### config.mk
export PLATFORM = sky130hd
export DESIGN_NAME = double_ended_queue_with_search
export DESIGN_NICKNAME = d
export VERILOG_FILES = /design/src/hdl/deqs_pkg.sv /design/src/hdl/double_ended_queue_with_search.sv /design/src/hdl/deqs_ram.sv
export SDC_FILE = /design/constraint.sdc
export NUM_CORES = 1
export LEC_CHECK = 0
export BUFFER_PORTS_ARGS = -buffer_cell sky130_fd_sc_hd__clkbuf_2
export CORE_MARGIN = 5
export CORE_UTILIZATION = 55
export CTS_BUF_LIST = sky130_fd_sc_hd__clkbuf_4 sky130_fd_sc_hd__clkbuf_8
export DETAILED_ROUTE_END_ITERATION = 8
export GPL_TIMING_DRIVEN = 0
export PLACE_DENSITY = 0.68
export SYNTH_ARGS = -nofsm -noshare
export SYNTH_HDL_FRONTEND = slang
export SYNTH_SLANG_ARGS = --single-unit
### constraint.sdc
create_clock -name clk -period 6.9 [get_ports clk]
set_input_delay 2.07 -clock clk [delete_from_list [all_inputs] [get_ports clk]]
set_output_delay 2.07 -clock clk [all_outputs]
set_load 0.05 [all_outputs]
### src/hdl/deqs_pkg.sv
// shared types and constants for the double-ended queue with search
package deqs_pkg;

  // operation codes
  localparam logic [2:0] OP_PUSH_FRONT = 3'd0;
  localparam logic [2:0] OP_PUSH_REAR  = 3'd1;
  localparam logic [2:0] OP_POP_FRONT  = 3'd2;
  localparam logic [2:0] OP_POP_REAR   = 3'd3;
  localparam logic [2:0] OP_SEARCH     = 3'd4;

  // status codes
  localparam logic [1:0] STAT_OK    = 2'd0;
  localparam logic [1:0] STAT_EMPTY = 2'd1;
  localparam logic [1:0] STAT_FULL  = 2'd2;

  // field widths
  localparam int unsigned DATA_W = 32;
  localparam int unsigned OCC_W  = 5;

  // data returned by a pop on an empty queue
  localparam logic signed [DATA_W-1:0] EMPTY_DATA = -32'sd1;

  // input item
  typedef struct packed {
    logic [2:0]               op;
    logic signed [DATA_W-1:0] value;
  } in_item_t;

  // result item
  typedef struct packed {
    logic signed [DATA_W-1:0] data_out;
    logic                     found;
    logic [1:0]               status;
    logic [OCC_W-1:0]         occupancy;
  } out_item_t;

  // sequencer states
  typedef enum logic [3:0] {
    S_IDLE = 4'b0001,
    S_EXEC = 4'b0010,
    S_POPD = 4'b0100,
    S_SCAN = 4'b1000
  } state_t;

endpackage

### src/hdl/double_ended_queue_with_search.sv
// double-ended queue of signed words in a ring buffer, with a front-to-rear search
//
//   channel  ports                     handshake
//   input    start, busy, in_item      taken when start is high and busy is low
//   result   out_valid, out_item       one-cycle strobe, receiver cannot stall
//
// push: ram write in the exec state, then the registered result; pop: one ram read (exec, popd)
// search: a walk from the front over at most the n entries held, one ram read per entry
// through the single read port of the entry ram; a hit ends the walk early
// busy is high from the cycle after accept until the result strobe
// synchronous active-low reset clears front pointer and count; no clearing pass
module double_ended_queue_with_search #(
  parameter int unsigned DEPTH = 16
) (
  input  logic                clk,
  input  logic                rst_n,
  input  logic                start,
  output logic                busy,
  input  deqs_pkg::in_item_t  in_item,
  output logic                out_valid,
  output deqs_pkg::out_item_t out_item
);

  localparam int unsigned AW = (DEPTH > 1) ? $clog2(DEPTH) : 1;
  localparam int unsigned CW = $clog2(DEPTH + 1);
  localparam int unsigned SW = CW + 1;

  deqs_pkg::state_t    state_r, state_nxt;
  logic [AW-1:0]       front_r, front_nxt;
  logic [CW-1:0]       count_r, count_nxt;
  logic [2:0]          op_r, op_nxt;
  logic [deqs_pkg::DATA_W-1:0] key_r, key_nxt;
  logic [AW-1:0]       ptr_r, ptr_nxt;
  logic [CW-1:0]       scan_r, scan_nxt;
  logic                out_valid_r, out_valid_nxt;
  deqs_pkg::out_item_t out_item_r, out_item_nxt;

  logic                ram_we;
  logic [AW-1:0]       ram_waddr;
  logic [AW-1:0]       ram_raddr;
  logic [deqs_pkg::DATA_W-1:0] ram_rdata;

  logic                q_full;
  logic                q_empty;
  logic [CW-1:0]       ring_off;
  logic [SW-1:0]       ring_sum;
  logic [AW-1:0]       ring_pos;
  logic [AW-1:0]       front_inc;
  logic [AW-1:0]       front_dec;
  logic [AW-1:0]       ptr_inc;
  logic [CW-1:0]       count_inc;
  logic [CW-1:0]       count_dec;

  // entry storage
  deqs_ram #(
    .WIDTH(deqs_pkg::DATA_W),
    .DEPTH(DEPTH)
  ) u_ram (
    .clk  (clk),
    .we   (ram_we),
    .waddr(ram_waddr),
    .wdata(key_r),
    .raddr(ram_raddr),
    .rdata(ram_rdata)
  );

  // occupancy flags
  assign q_full  = (count_r == CW'(DEPTH));
  assign q_empty = (count_r == '0);
  assign count_inc = count_r + 1'b1;
  assign count_dec = count_r - 1'b1;

  // ring position of the rear slot (push rear) or the last entry (pop rear)
  assign ring_off = (op_r == deqs_pkg::OP_PUSH_REAR) ? count_r : count_dec;
  assign ring_sum = SW'(front_r) + SW'(ring_off);
  assign ring_pos = (ring_sum >= SW'(DEPTH)) ? AW'(ring_sum - SW'(DEPTH)) : AW'(ring_sum);

  // wrapping pointer steps
  assign front_inc = (front_r == AW'(DEPTH - 1)) ? '0 : front_r + 1'b1;
  assign front_dec = (front_r == '0) ? AW'(DEPTH - 1) : front_r - 1'b1;
  assign ptr_inc   = (ptr_r == AW'(DEPTH - 1)) ? '0 : ptr_r + 1'b1;

  // sequencer
  always_comb begin
    state_nxt     = state_r;
    front_nxt     = front_r;
    count_nxt     = count_r;
    op_nxt        = op_r;
    key_nxt       = key_r;
    ptr_nxt       = ptr_r;
    scan_nxt      = scan_r;
    out_valid_nxt = 1'b0;
    ram_we        = 1'b0;
    ram_waddr     = ring_pos;
    ram_raddr     = ptr_r;

    out_item_nxt           = '0;
    out_item_nxt.status    = deqs_pkg::STAT_OK;
    out_item_nxt.occupancy = deqs_pkg::OCC_W'(count_r);

    unique case (state_r)
      deqs_pkg::S_IDLE: begin
        if (start) begin
          op_nxt    = in_item.op;
          key_nxt   = in_item.value;
          state_nxt = deqs_pkg::S_EXEC;
        end
      end

      deqs_pkg::S_EXEC: begin
        unique case (op_r)
          deqs_pkg::OP_PUSH_FRONT: begin
            out_valid_nxt = 1'b1;
            state_nxt     = deqs_pkg::S_IDLE;
            if (q_full) begin
              out_item_nxt.status = deqs_pkg::STAT_FULL;
            end else begin
              ram_we    = 1'b1;
              ram_waddr = front_dec;
              front_nxt = front_dec;
              count_nxt = count_inc;
              out_item_nxt.occupancy = deqs_pkg::OCC_W'(count_inc);
            end
          end

          deqs_pkg::OP_PUSH_REAR: begin
            out_valid_nxt = 1'b1;
            state_nxt     = deqs_pkg::S_IDLE;
            if (q_full) begin
              out_item_nxt.status = deqs_pkg::STAT_FULL;
            end else begin
              ram_we    = 1'b1;
              count_nxt = count_inc;
              out_item_nxt.occupancy = deqs_pkg::OCC_W'(count_inc);
            end
          end

          deqs_pkg::OP_POP_FRONT, deqs_pkg::OP_POP_REAR: begin
            if (q_empty) begin
              out_item_nxt.data_out = deqs_pkg::EMPTY_DATA;
              out_item_nxt.status   = deqs_pkg::STAT_EMPTY;
              out_valid_nxt = 1'b1;
              state_nxt     = deqs_pkg::S_IDLE;
            end else begin
              ram_raddr = (op_r == deqs_pkg::OP_POP_FRONT) ? front_r : ring_pos;
              state_nxt = deqs_pkg::S_POPD;
            end
          end

          deqs_pkg::OP_SEARCH: begin
            if (q_empty) begin
              out_valid_nxt = 1'b1;
              state_nxt     = deqs_pkg::S_IDLE;
            end else begin
              ram_raddr = front_r;
              ptr_nxt   = front_inc;
              scan_nxt  = CW'(1);
              state_nxt = deqs_pkg::S_SCAN;
            end
          end

          default: begin
            // unused codes: no operation
            out_valid_nxt = 1'b1;
            state_nxt     = deqs_pkg::S_IDLE;
          end
        endcase
      end

      // read data is back: finish the pop
      deqs_pkg::S_POPD: begin
        out_item_nxt.data_out  = ram_rdata;
        out_item_nxt.occupancy = deqs_pkg::OCC_W'(count_dec);
        count_nxt     = count_dec;
        out_valid_nxt = 1'b1;
        state_nxt     = deqs_pkg::S_IDLE;
        if (op_r == deqs_pkg::OP_POP_FRONT) begin
          front_nxt = front_inc;
        end
      end

      // compare the entry read last cycle, issue the next read
      deqs_pkg::S_SCAN: begin
        if (ram_rdata == key_r) begin
          out_item_nxt.found = 1'b1;
          out_valid_nxt = 1'b1;
          state_nxt     = deqs_pkg::S_IDLE;
        end else if (scan_r == count_r) begin
          out_valid_nxt = 1'b1;
          state_nxt     = deqs_pkg::S_IDLE;
        end else begin
          ram_raddr = ptr_r;
          ptr_nxt   = ptr_inc;
          scan_nxt  = scan_r + 1'b1;
        end
      end

      default: begin
        state_nxt = deqs_pkg::S_IDLE;
      end
    endcase
  end

  // control registers
  always_ff @(posedge clk) begin
    if (!rst_n) begin
      state_r     <= deqs_pkg::S_IDLE;
      front_r     <= '0;
      count_r     <= '0;
      out_valid_r <= 1'b0;
    end else begin
      state_r     <= state_nxt;
      front_r     <= front_nxt;
      count_r     <= count_nxt;
      out_valid_r <= out_valid_nxt;
    end
  end

  // payload registers
  always_ff @(posedge clk) begin
    op_r       <= op_nxt;
    key_r      <= key_nxt;
    ptr_r      <= ptr_nxt;
    scan_r     <= scan_nxt;
    out_item_r <= out_item_nxt;
  end

  assign busy      = (state_r != deqs_pkg::S_IDLE);
  assign out_valid = out_valid_r;
  assign out_item  = out_item_r;

endmodule

### src/hdl/deqs_ram.sv
// generic single-write, single-read ram with registered read data
module deqs_ram #(
  parameter int unsigned WIDTH = 32,
  parameter int unsigned DEPTH = 16
) (
  input  logic                     clk,
  input  logic                     we,
  input  logic [$clog2(DEPTH)-1:0] waddr,
  input  logic [WIDTH-1:0]         wdata,
  input  logic [$clog2(DEPTH)-1:0] raddr,
  output logic [WIDTH-1:0]         rdata
);

  logic [WIDTH-1:0] mem [DEPTH];
  logic [WIDTH-1:0] rdata_r;

  // write port and registered read port
  always_ff @(posedge clk) begin
    if (we) begin
      mem[waddr] <= wdata;
    end
    rdata_r <= mem[raddr];
  end

  assign rdata = rdata_r;

endmodule

==> results.cfg <==
[detailed_routing]
drtIter0Drc = 1916
wirelength_um = 64630
num_vias = 15850
vias_per_cell = 5.798
ant_nets = 0
drc = 0
firstDrtPassIters = 5
detail_route.wl_per_cell_um = 23.64

[clock_network]
cts_tree = built
hold_buffers = 0
cts_setup_buffers = 0
cts.repair.resized = 0
clk_pin_slew_ns = 0.06
clock-sinks = 642
clock_path_buffers = 3
clockRootBuffer = clkbuf_8
h-tree-depth = 3
insertion_delay_ns = 0.71
cts_made_buffers = 100

[global_route]
grtUsageMet2_pct = 42.16
grt_util_all_layers_pct = 25.77
grt-busiest-layer = met2
grt-ovfl-total = 0
grt_use_met1_pct = 35.40
grt_pass1_wl_um = 95770
grt_pass1_vias = 15720
antenna_found_initial = 0
grt_max_degree = 25
met3_usage_pct = 5.015

[logic_synthesis]
ys_types = 55
synth_top_area_cell = edfxtp_1
seq_area_frac_synth_pct = 74.28
synthesis.area_mm2 = 0.02480
yosysMostFrequentCell = edfxtp_1
synth.yosys.warnings = 0
ys_ff_latch = 642
yosys-top-cells-area = edfxtp_1 67%, nand2_1 8.1%, dfxtp_1 6.9%
ys.flop_type = edfxtp_1
avgSynthCellArea_um2 = 13.33
syn_nets = 1910
synth_edf_count = 556
ys_top_cells_by_count = 556 x edfxtp_1, 534 x nand2_1, 229 x nand3_1
async_reset_ff_share_pct = 0
netlist_instances = 1860
synth_top_area_share_pct = 67.33

[timing]
final_max_slew_viol_count = 0
skew_ns = 0.04949
tightest_slew_ns = 1.231
setup_viol = 0
fin_crit_ns = 4.183
fmax_mhz = 239.1
rsz0062_at_grt = false
slew_headroom_pct = 16.78
fin_hold_ws_ns = 0.4910
tns_ns = 0
hold_viol = 0
setup_ws_ns = 2.717
finalCritPeriodShare_pct = 60.62

[placement]
gp_congestion = 0.8484
dpl.hpwl_um = 41840
portBuffers = 79
dp_slack_ns = 2.750

[cells_and_area]
layout-drive-gt1-share_pct = 16.95
nets = 2108
antenna_cells = 0
area_growth_pct = 15.25

[power_and_ir_drop]
pwr_density_cell_mw_per_mm2 = 273.6
p_leak_uw = 0.01050
power.total_uw = 7818
peakVddDrop_uv = 168.9

[die]
start_util_pct = 55.83
die_x_um = 222.3
dieArea_mm2 = 0.04943
ios = 80
core_area_mm2 = 0.04441
core.rowCount = 77
die_h_um = 222.3

[setup_path]
crit_chain = clkbuf_1 -> nor3b_1 -> xnor2_1 -> ha_1 -> inv_1 -> fa_1 -> xor2_1 -> o32ai_1 -> mux2i_1 -> a21boi_0 -> buf_2 -> buf_2 -> nand3_1 -> nand3_1 -> mux2i_1
critPathMaxFanout = 10
slowest_stage = nor3b_1
path_buf_inv = 4
crit_path_start_kind = register
end_kind = register
arrival_ns = 4.74
worstPathRequired_ns = 7.46
cp_top_family = buffers and inverters
crit_type = reg2reg
slowest_delay_ns = 0.50

[job]
max-cap-violations = 0

[worst_hold_path]
hp-class = reg2reg

[status]
status = finished, final reports clean
==> routing by layer <==
metal  routed length, µm  part of all wire, %
met2               31060                   48
met3                5975                  9.2
met4                1541                  2.4
met5                   0                    0
met1               26050                   40
==> tightest hold or removal path, delay by kind of cell, from the launching register on <==
kind,cells,cell delay (ns)
flip-flops,1,0.32
AND/OR/NAND/NOR,2,0.11
==> final cells by class <==
type	instances	area, µm²
multi-input combinational	1105	5952
clock buffer	164	1988
timing repair buffer	96	773.2
tap	592	740.7
buffer	101	503.0
clock inverter	22	158.9
sequential	642	18420
fill	3326	15840
inverter	12	45.04
==> cells in the final DEF (no fill, tap or decap), drive strengths merged, types with 7 or more instances in the layout <==
cell type	n
o21ai	10
nand3	229
nor2	38
ha	11
mux2i	72
xnor2	46
edfxtp	556
clkinv	18
inv	12
a21oi	14
nand4	40
dfxtp	86
nand2	534
clkbuf	271
xor2	7
and2	8
a32oi	32
buf	90
==> path summary, 6_finish.rpt <==
check             depth (start not counted)  slack [ns]                     from                      end
setup / recovery                         15        2.72        op_r[1]$_DFFE_PP_  u_ram.rdata[17]$_DFF_P_
hold / removal                            2        0.49  u_ram.rdata[20]$_DFF_P_     out_item[28]$_DFF_P_
setup reg to reg                         15        2.72        op_r[1]$_DFFE_PP_  u_ram.rdata[17]$_DFF_P_
hold reg to reg                           2        0.49  u_ram.rdata[20]$_DFF_P_     out_item[28]$_DFF_P_
==> sequential cells by signal, indices dropped and copies added, names as in the netlist <==
signal	flops
key_r	32
op_r	3
out_item	40
ptr_r	4
out_valid	1
front_r	4
u_ram.rdata	32
scan_r	5
u_ram.mem	512
count_r	5
state_r	4
==> kinds of logic (layout without fill, tap and decap cells) <==
family,after synthesis,in the layout,share of synthesized area (%)
AND/OR/NAND/NOR,883,883,15.48
flip-flops,642,642,74.28
adder cells (fa/ha/maj),12,12,0.6358
XOR/XNOR,53,53,1.872
buffers and inverters,113,395,2.210
AO/OA/AOI/OAI,82,82,2.468
multiplexers,75,75,3.058
==> power by group <==
part	internal [µW]	leakage, µW	switching (µW)	total [µW]
Sequential	4260	0.00572	70.1	4330
Combinational	51.3	0.00364	112	163
Clock	1890	0.00114	1440	3320
==> stage by stage <==
stage	std cells	util, %	area (µm²)
6_report	2734	64.35	28580
5_1_grt	2734	64.35	28580
4_1_cts	2734	64.35	28580
3_5_place_dp	2548	59.51	26430
3_3_place_gp	2531	58.39	25930
2_1_floorplan	1860	-	24800
Power figures use the tool's default switching activity.
